$ cat config.mk
export PLATFORM = sky130hd
export DESIGN_NAME = sorm_bank_state
export DESIGN_NICKNAME = d
export VERILOG_FILES = /design/src/hw/rtl/sorm_pkg.sv /design/src/hw/rtl/sorm_bank_state.sv
export SDC_FILE = /design/constraint.sdc
export NUM_CORES = 2
export LEC_CHECK = 0
export BUFFER_PORTS_ARGS = -buffer_cell sky130_fd_sc_hd__buf_2
export CAP_MARGIN = 10
export CORE_MARGIN = 4
export CORE_UTILIZATION = 23
export CTS_CLUSTER_DIAMETER = 150
export DETAILED_ROUTE_END_ITERATION = 16
export HOLD_SLACK_MARGIN = 0.05
export PLACE_DENSITY_LB_ADDON = 0.2
export REMOVE_ABC_BUFFERS = 1
export SKIP_LAST_GASP = 1
export SYNTH_ARGS = -nofsm -noshare
export SYNTH_HDL_FRONTEND = slang
export SYNTH_SLANG_ARGS = --single-unit
$ cat constraint.sdc
create_clock -name clk -period 25.4 [get_ports clk]
set_input_delay 1.27 -clock clk [delete_from_list [all_inputs] [get_ports clk]]
set_output_delay 1.27 -clock clk [all_outputs]
set_load 0.01 [all_outputs]
$ cat src/hw/rtl/sorm_pkg.sv
// ----------------------------------------------------------------------------
// sorm_pkg
// Shared types and constants of the open-row SDRAM timing model.
// ----------------------------------------------------------------------------
package sorm_pkg;

  localparam int ADDR_BITS = 33;
  localparam int PAGE_BITS = 12;
  localparam int LAT_W     = 24;
  localparam int CFG_IDX_W = 3;
  localparam int CFG_DAT_W = 24;

  typedef enum logic [1:0] {
    KIND_READ     = 2'd0,
    KIND_WRITE    = 2'd1,
    KIND_PREFETCH = 2'd2,
    KIND_REFRESH  = 2'd3
  } kind_t;

  typedef enum logic [CFG_IDX_W-1:0] {
    CFG_CAS     = 3'd0,
    CFG_RCD     = 3'd1,
    CFG_RAS     = 3'd2,
    CFG_WR      = 3'd3,
    CFG_RP      = 3'd4,
    CFG_REFRESH = 3'd5,
    CFG_BEAT    = 3'd6,
    CFG_DRATE   = 3'd7
  } cfg_idx_t;

  typedef struct packed {
    logic [9:0]  cas_cycles;
    logic [9:0]  rcd_cycles;
    logic [9:0]  ras_cycles;
    logic [9:0]  wr_cycles;
    logic [9:0]  rp_cycles;
    logic [23:0] refresh_interval;
    logic [6:0]  cycles_per_bus_beat;
    logic        double_rate_shift;
  } cfg_t;

  // decoded item heading for the bank state stage
  typedef struct packed {
    logic  vld;
    kind_t kind;
    logic  empty;   // burst of zero chunks
  } item_ctl_t;

  // timed access heading for the result stage
  typedef struct packed {
    logic vld;
    logic row_hit;
  } res_ctl_t;

endpackage

$ cat src/hw/rtl/sorm_bank_state.sv
// ----------------------------------------------------------------------------
// sorm_bank_state
// Per-bank open row and precharge time, bus free times and refresh walker.
// Times one item per cycle and updates the state in the same cycle.
// ----------------------------------------------------------------------------
module sorm_bank_state #(
  parameter int RANKS     = 2,
  parameter int BANKS     = 8,
  parameter int TIME_BITS = 48,
  parameter int ROW_W     = 17,
  parameter int SLOT_W    = 4,
  parameter int DATA_W    = 17
) (
  input  logic                          clk,
  input  logic                          rst_n,
  input  sorm_pkg::cfg_t                cfg,
  input  sorm_pkg::item_ctl_t           s1_ctl,
  input  logic [SLOT_W-1:0]             s1_slot,
  input  logic [ROW_W-1:0]              s1_row,
  input  logic [DATA_W-1:0]             s1_data,
  input  logic [TIME_BITS-1:0]          s1_now,
  output sorm_pkg::res_ctl_t            s2_ctl,
  output logic [TIME_BITS-1:0]          s2_done,
  output logic [TIME_BITS-1:0]          s2_now
);
  import sorm_pkg::*;

  localparam int TW     = TIME_BITS;
  localparam int NSLOTS = RANKS * BANKS;
  localparam int RK_W   = (RANKS > 1) ? $clog2(RANKS) : 1;
  localparam int BK_W   = (BANKS > 1) ? $clog2(BANKS) : 1;

  function automatic logic [TW-1:0] tadd(input logic [TW-1:0] a,
                                         input logic [TW-1:0] b);
    logic [TW:0] s;
    s = {1'b0, a} + {1'b0, b};
    return s[TW] ? '1 : s[TW-1:0];
  endfunction

  function automatic logic [TW-1:0] tmax(input logic [TW-1:0] a,
                                         input logic [TW-1:0] b);
    return (a > b) ? a : b;
  endfunction

  logic [ROW_W-1:0]    open_row_r [NSLOTS];
  logic [TW-1:0]       prt_r      [NSLOTS];

  logic [TW-1:0]       cbf_r, cbf_nxt;
  logic [TW-1:0]       dbf_r, dbf_nxt;
  logic [TW-1:0]       lrt_r, lrt_nxt;
  logic [RK_W-1:0]     rk_r, rk_nxt;
  logic [BK_W-1:0]     bk_r, bk_nxt;
  logic [ROW_W-1:0]    rw_r, rw_nxt;

  res_ctl_t            res_r, res_nxt;
  logic [TW-1:0]       done_r, done_nxt;
  logic [TW-1:0]       now2_r;

  logic                ent_we;
  logic [SLOT_W-1:0]   rd_slot;
  logic [ROW_W-1:0]    ent_row_nxt;
  logic [TW-1:0]       ent_prt_nxt;

  logic                is_ref, ref_due, hit, rk_last, bk_last;
  logic [SLOT_W-1:0]   ref_slot;
  logic [ROW_W-1:0]    row_sel, cur_row;
  logic [TW-1:0]       cur_prt, elapsed, data_t;
  logic [TW-1:0]       start0, lat_hit, lat_miss, wr_rp, ras_rp;
  logic [TW-1:0]       done_empty, hit_done, miss_start, miss_done;
  logic [TW-1:0]       ref_dn;

  always_comb begin
    is_ref   = s1_ctl.vld && (s1_ctl.kind == KIND_REFRESH);
    ref_slot = SLOT_W'(rk_r) * SLOT_W'(BANKS) + SLOT_W'(bk_r);
    rd_slot  = is_ref ? ref_slot : s1_slot;
    row_sel  = is_ref ? rw_r : s1_row;
    cur_row  = open_row_r[rd_slot];
    cur_prt  = prt_r[rd_slot];
    hit      = (cur_row == row_sel);

    // elapsed time wraps, so a clock going backwards still triggers
    elapsed  = s1_now - lrt_r;
    ref_due  = (cfg.refresh_interval != '0) &&
               (elapsed >= TW'(cfg.refresh_interval));

    data_t   = TW'(s1_data);
    wr_rp    = TW'(cfg.wr_cycles) + TW'(cfg.rp_cycles);
    ras_rp   = TW'(cfg.ras_cycles) + TW'(cfg.rp_cycles);
    lat_hit  = TW'(cfg.cas_cycles) + data_t;
    lat_miss = lat_hit + TW'(cfg.rcd_cycles);

    start0     = tmax(cbf_r, s1_now);
    done_empty = tadd(start0, TW'(cfg.rp_cycles) + TW'(cfg.ras_cycles) +
                              TW'(cfg.cas_cycles));
    hit_done   = tmax(tadd(start0, lat_hit), tadd(dbf_r, data_t));
    miss_start = tmax(tadd(start0, TW'(cfg.rp_cycles)), cur_prt);
    miss_done  = tadd(tmax(tadd(miss_start, lat_miss), dbf_r), data_t);
    ref_dn     = tadd(tmax(s1_now, cur_prt),
                      TW'(cfg.cas_cycles) + TW'(cfg.rcd_cycles));

    rk_last = (rk_r == RK_W'(RANKS - 1));
    bk_last = (bk_r == BK_W'(BANKS - 1));

    cbf_nxt     = cbf_r;
    dbf_nxt     = dbf_r;
    lrt_nxt     = lrt_r;
    rk_nxt      = rk_r;
    bk_nxt      = bk_r;
    rw_nxt      = rw_r;
    ent_we      = 1'b0;
    ent_row_nxt = row_sel;
    ent_prt_nxt = cur_prt;
    res_nxt     = '0;
    done_nxt    = done_empty;

    if (s1_ctl.vld) begin
      if (is_ref) begin
        if (ref_due) begin
          ent_we      = 1'b1;
          ent_prt_nxt = hit ? tadd(s1_now, wr_rp) : tadd(ref_dn, wr_rp);
          cbf_nxt     = tadd(cbf_r, TW'(cfg.cycles_per_bus_beat));
          lrt_nxt     = s1_now;
          // walk rank, then bank, then row
          rk_nxt      = rk_last ? '0 : rk_r + RK_W'(1);
          if (rk_last) begin
            bk_nxt = bk_last ? '0 : bk_r + BK_W'(1);
            if (bk_last) begin
              rw_nxt = rw_r + ROW_W'(1);
            end
          end
        end
      end else if (s1_ctl.empty) begin
        // zero-chunk burst: report only, no state change
        res_nxt.vld = 1'b1;
      end else begin
        res_nxt.vld     = 1'b1;
        res_nxt.row_hit = hit;
        if (hit) begin
          done_nxt = hit_done;
          if (s1_ctl.kind == KIND_WRITE) begin
            ent_we      = 1'b1;
            ent_prt_nxt = tadd(hit_done, wr_rp);
          end
        end else begin
          done_nxt    = miss_done;
          ent_we      = 1'b1;
          ent_prt_nxt = (s1_ctl.kind == KIND_WRITE) ? tadd(miss_done, wr_rp)
                                                    : tadd(miss_start, ras_rp);
        end
        dbf_nxt = done_nxt;
        cbf_nxt = tadd(cbf_r, TW'(cfg.cycles_per_bus_beat));
      end
    end
  end

  always_ff @(posedge clk) begin
    if (!rst_n) begin
      for (int i = 0; i < NSLOTS; i++) begin
        open_row_r[i] <= '0;
        prt_r[i]      <= '0;
      end
      cbf_r <= '0;
      dbf_r <= '0;
      lrt_r <= '0;
      rk_r  <= '0;
      bk_r  <= '0;
      rw_r  <= '0;
      res_r <= '0;
    end else begin
      if (ent_we) begin
        open_row_r[rd_slot] <= ent_row_nxt;
        prt_r[rd_slot]      <= ent_prt_nxt;
      end
      cbf_r <= cbf_nxt;
      dbf_r <= dbf_nxt;
      lrt_r <= lrt_nxt;
      rk_r  <= rk_nxt;
      bk_r  <= bk_nxt;
      rw_r  <= rw_nxt;
      res_r <= res_nxt;
    end
  end

  always_ff @(posedge clk) begin
    done_r <= done_nxt;
    now2_r <= s1_now;
  end

  assign s2_ctl  = res_r;
  assign s2_done = done_r;
  assign s2_now  = now2_r;

endmodule

Word-level counts from Yosys, hierarchy flattened

Memories as Yosys holds them, arrays and structs flattened.
Index checks and enable logic that the tools add are counted.
Widths: inputs -> output; s select.

Add/sub/neg operators: 24
Order comparisons: 6
Equal/unequal tests: 6
Mux-type cells: 55
Bitwise operators: 4
Reduce and logical (&&, ||, !) cells: 12

Operators by type and width:

| kind                  | count |
|---|---|
| $mux 48               | 34 |
| $add 48x11->49        | 6 |
| $gt 48x48->1          | 5 |
| $add 48x17->49        | 2 |
| $add 48x10->49        | 1 |
| $add 48x12->49        | 1 |
| $add 48x18->49        | 1 |
| $add 48x19->49        | 1 |
| $add 48x7->49         | 1 |
| $ge 48x24->1          | 1 |
| $reduce_or 48->1      | 1 |
| $sub 48x48->48        | 1 |
| $mux 17               | 2 |
| $add 10x10->11        | 3 |
| $reduce_bool 24->1    | 1 |
| $add 18x10->19        | 1 |
| $add 10x17->18        | 1 |
| $add 17x1->17 const B | 1 |
| $eq 17x17->1          | 1 |
| $reduce_or 17->1      | 1 |
| $mux 1                | 14 |
| $add 11x10->12        | 1 |
| $mux 4                | 3 |
| $reduce_and 3->1      | 3 |
| 15 further kinds      | 20 |

Register bits after elaboration: 263
Memory bits (writable): 1040
Input port bits: 174
Output and inout port bits: 98
Word-level logic and storage cells: 119
Memories: 2

Memory list:

| memory     | depth | bits a word | read ports | clocked after Yosys merged registers in | write ports | line                  | source |
|---|---|---|---|---|---|---|---|
| prt_r      | 16    | 48          | 1          | 0                                       | 16          | sorm_bank_state.sv:46 | `logic [TW-1:0] prt_r [NSLOTS];` |
| open_row_r | 16    | 17          | 1          | 0                                       | 16          | sorm_bank_state.sv:45 | `logic [ROW_W-1:0] open_row_r [NSLOTS];` |

Logic depth before layout (Yosys ltp)

Word-level depth: 20
Gate-level depth with buffers: 122
Gate-level depth less buffers: 93

Worst setup path before layout

No wires, ideal clock.

Path kind: in2reg
Start: in s1_now[19]
End: mem prt_r[0][42] in the netlist's numbering (data pin)
Setup time: 0.267 ns
Data arrival time: 27.026 ns
Data required time: 25.133 ns
Slack: -1.893 ns
Cell stages on the path: 117
Path buffers: 34
Path through: clkbuf_1 -> clkinv_1 -> ha_1 -> nand4_1 -> nor4b_2 -> nand2_1 -> o311a_1 -> buf_2 -> nor3_4 -> buf_6 -> buf_2 -> buf_1 -> clkbuf_1 -> buf_1 -> clkbuf_1 -> buf_1 -> o21ai_0 -> ha_1 -> [81 not listed] -> a21oi_1 -> o21ai_0 -> a21oi_1 -> o21ai_0 -> a21oi_1 -> o21bai_1 -> a21oi_1 -> o21bai_1 -> a21o_1 -> clkbuf_1 -> and2_1 -> a32oi_1 -> a2111oi_0 -> xnor2_1 -> a221oi_1 -> a2111oi_2 -> clkbuf_1 -> nor2_1

RTL lines:

| what               | line                  | source |
|---|---|---|
| start: declaration | sorm_bank_state.sv:21 | `input logic [TIME_BITS-1:0] s1_now,` |
| end: declaration   | sorm_bank_state.sv:46 |  |

==> metrics <==
CP max FO 16; routability congestion estimate 0.9763; Avg WL per Cell approximately 29 um; Met3 Routed Length 27,500 um; VDD IR max 0.00009549 V; f_max 41.63 MHz; clock-pin slew on the worst setup and hold paths 60 ps; Antenna Nets Post-Route 0; Max Cap Viol 0; Yosys reg bits roughly 1,300; Slew @ Worst Pin 1343 ps; Critical Path AT 24,570 ps; maximum clock insertion buffer count 4; post-layout net count 10,970; initial antenna violation count 33; Worst Hold Class register to register; Worst-Skew Late Latency 870 ps; Port-buffer cells 270; Clock power frac 25.2%; H-tree depth 4; Max-slew headroom 10.44%; initial DRC count 8,080; EDFF count, synth 1,040; Fin. Hold Viols 0; part of the Yosys area used for sequential elements roughly two fifths; die width 637.7 um; # setup viols final 0; Final period util 94.57%; Mapped Area a little over 90,000 sq um; layout cells sized above 1 17.45%; CP Buf/Inv Count 23; CP max stage delay just under 800 ps; grt total ovfl 0; Root Driver clkbuf_16; crit path capture type register; Crit path top cell by count buf_4; max-slew violations 0; final worst path period need ~24,000 ps; Async SR Flop Fraction 0%; Post-Syn Area per Cell 9.482 sq um; Int Pwr 5.506 mW; synthesized instance count between 9,000 and 10,000; RSZ-0062 raised after global routing no; CP Class primary input to register; CP top delay family compound AO/OA/AOI/OAI gates; slack of the critical path roughly 1400 ps; Yosys Warn Count 0; status completed; global-route wire length before repair between 600,000 and 700,000 um; Critical-path top delay cell or4b_2; Detailed Routing Iterations Pass 1 6; TritonCTS clock tree built; die area 406,600 sq um; logic gate share of total power 48.6%; met1 wire length 189,200 um; max layer used met4; Setup Fix Bufs, Post-CTS 0; row cnt 230; total routed wirelength 446,500 um; Max Clock Skew 95.86 ps; CTS Hold Bufs 0; I/O pins 272; vias in the first global route about 80,000; metal2 WL roughly 210,000 um; hpwl dp approximately 330,000 um; Worst EP required 25,950 ps; sw power 3.850 mW; worst slack at placement 667.4 ps; Initial Util 23.16%; sequential share of power 26.2%; CTS Buf Count 162; Switching Share 41.15%; clk sinks 1,303; Pwr Density roughly 86 nW/um^2; pin count of the biggest net entering global routing 85; Startpoint Class primary input; Core Util, Final 27.73%; Die Span Y 637.7 um; area growth from synthesis to layout 19.70%; Lkg Pwr 41.95 nW; dominant synthesized flop cell edfxtp_1; Overall Global Routing Usage 21.20%; hold_ws roughly 500 ps; Resized cells post-CTS 0; library cells used by synthesis roughly 120; via/cell ratio around 5.2; Vias 80,750; core box area just under 400,000 sq um; Remaining DRCs 0
==> cells in the mapped netlist (54+ instances only) <==
| master | instances | area (sq um) |
|---|---|---|
| buf_1 | 75 | 281.5 |
| a211oi_1 | 71 | 533.0 |
| nor3_1 | 190 | 950.9 |
| xor2_1 | 163 | 1428 |
| mux2i_1 | 243 | 2432 |
| nand2b_1 | 55 | 344.1 |
| a21oi_1 | 594 | 2973 |
| o211ai_1 | 70 | 525.5 |
| ha_1 | 516 | 6456 |
| dfxtp_1 | 263 | 5265 |
| mux4_2 | 260 | 5856 |
| and2_1 | 57 | 356.6 |
| o21ai_0 | 420 | 2102 |
| nor4_1 | 86 | 538.0 |
| clkbuf_1 | 409 | 1535 |
| buf_2 | 82 | 410.4 |
| nand3_1 | 193 | 965.9 |
| nand2_1 | 776 | 2913 |
| nor2_1 | 1532 | 5751 |
| inv_1 | 518 | 1944 |
| o21a_1 | 54 | 405.4 |
| and3_1 | 100 | 625.6 |
| edfxtp_1 | 1040 | 31230 |
| a21o_1 | 154 | 1156 |
| o21bai_1 | 68 | 510.5 |
| nand4_1 | 139 | 869.6 |
| nor2b_1 | 112 | 700.7 |
| xnor2_1 | 386 | 3381 |
| a31oi_1 | 131 | 819.5 |
==> worst register-to-register path, delay by kind of cell (launching register included) <==
kind | cells | cell delay, ps
compound gates | 40 | 8220
simple gates | 29 | 7840
buf+inv | 20 | 3460
fa+ha+maj | 11 | 3130
flops | 1 | 710
xor+xnor | 1 | 220
==> sequential cells by signal (all words and copies together), names as in the netlist <==
name,count
bk_r,3
lrt_r,48
s2_now,48
s2_ctl,2
prt_r,768
open_row_r,272
rk_last,1
s2_done,48
rw_r,17
dbf_r,48
cbf_r,48
==> path summary, 6_finish.rpt <==
check / to / start / depth (start not counted) / slack [ps]
worst max-delay path: prt_r[6][9]$_SDFFCE_PN0P_ / s1_now[15] / 104 / 1380
worst min-delay path: dbf_r[16]$_SDFFE_PN0P_ / dbf_r[16]$_SDFFE_PN0P_ / 2 / 490
worst max register to register: prt_r[6][9]$_SDFFCE_PN0P_ / cbf_r[31]$_SDFFE_PN0P_ / 101 / 1570
worst min register to register: dbf_r[16]$_SDFFE_PN0P_ / dbf_r[16]$_SDFFE_PN0P_ / 2 / 490
==> layout by cell type, fill, tap and decap left out, types with 47 or more instances in the layout <==
| master | Yosys | final |
|---|---|---|
| a21oi_1 | 594 | 592 |
| and2_1 | 57 | 57 |
| o21bai_1 | 68 | 68 |
| buf_12 | 0 | 58 |
| a21o_1 | 154 | 154 |
| clkbuf_16 | 0 | 165 |
| nor4_1 | 86 | 74 |
| nor2b_1 | 112 | 111 |
| mux4_2 | 260 | 260 |
| dfxtp_1 | 263 | 263 |
| o21ai_0 | 420 | 417 |
| buf_2 | 82 | 271 |
| xor2_1 | 163 | 163 |
| mux2i_1 | 243 | 231 |
| buf_4 | 17 | 719 |
| o21a_1 | 54 | 54 |
| or2_2 | 50 | 51 |
| nor3_1 | 190 | 182 |
| edfxtp_1 | 1040 | 1040 |
| inv_1 | 518 | 516 |
| fa_1 | 47 | 47 |
| o211ai_1 | 70 | 70 |
| a31oi_1 | 131 | 128 |
| xnor2_1 | 386 | 386 |
| nand2b_1 | 55 | 54 |
| and3_1 | 100 | 100 |
| nand2_1 | 776 | 748 |
| nand4_1 | 139 | 139 |
| a211oi_1 | 71 | 59 |
| ha_1 | 516 | 516 |
| nand3_1 | 193 | 193 |
| nor2_1 | 1532 | 1528 |
==> metal layers <==
metal	global-route usage (%)	vias to the layer above
met3	2.649	573
met1	27.81	40800
met5	0	-
met4	7.896	0
li1	-	36250
met2	35.56	3132
==> area by class of cell <==
type                       count  area (sq um)
inverter                     520          1957
clock buffer                 206          4363
fill                       41830        284500
tap                         5220          6531
timing repair buffer        1049          7919
multi-input combinational   7193         50950
antenna                       16         40.04
clock inverter                84         897.1
sequential                  1303         36500
==> metrics by stage <==
stage	power (mW)	area [sq um]	std cells	setup TNS [ps]
after floorplan	4.912	88630	9016	-4470620
after global placement	6.944	103800	15280	0
after detailed placement	6.950	103800	15280	0
after CTS	9.350	109100	15570	0
after global routing	9.842	109100	15580	0
final	9.356	109200	15590	0
==> power groups by stage <==
stage / clock network, mW / registers (mW) / logic, mW
final: 2.36 / 2.45 / 4.55
after floorplan: 0 / 2.50 / 2.42
after global routing: 2.49 / 2.46 / 4.88
after global placement: 0 / 2.49 / 4.45
after detailed placement: 0 / 2.50 / 4.45
after CTS: 2.41 / 2.46 / 4.48
==> kinds of logic after synthesis <==
family | Yosys count | share of synthesized area (%)
fa+ha+maj | 563 | 8.112
buf+inv | 1121 | 4.945
mux | 536 | 9.520
xor+xnor | 549 | 5.273
simple gates | 3519 | 17.78
compound gates | 2026 | 14.35
flops | 1303 | 40.02
(Power assumes the default switching activity.)
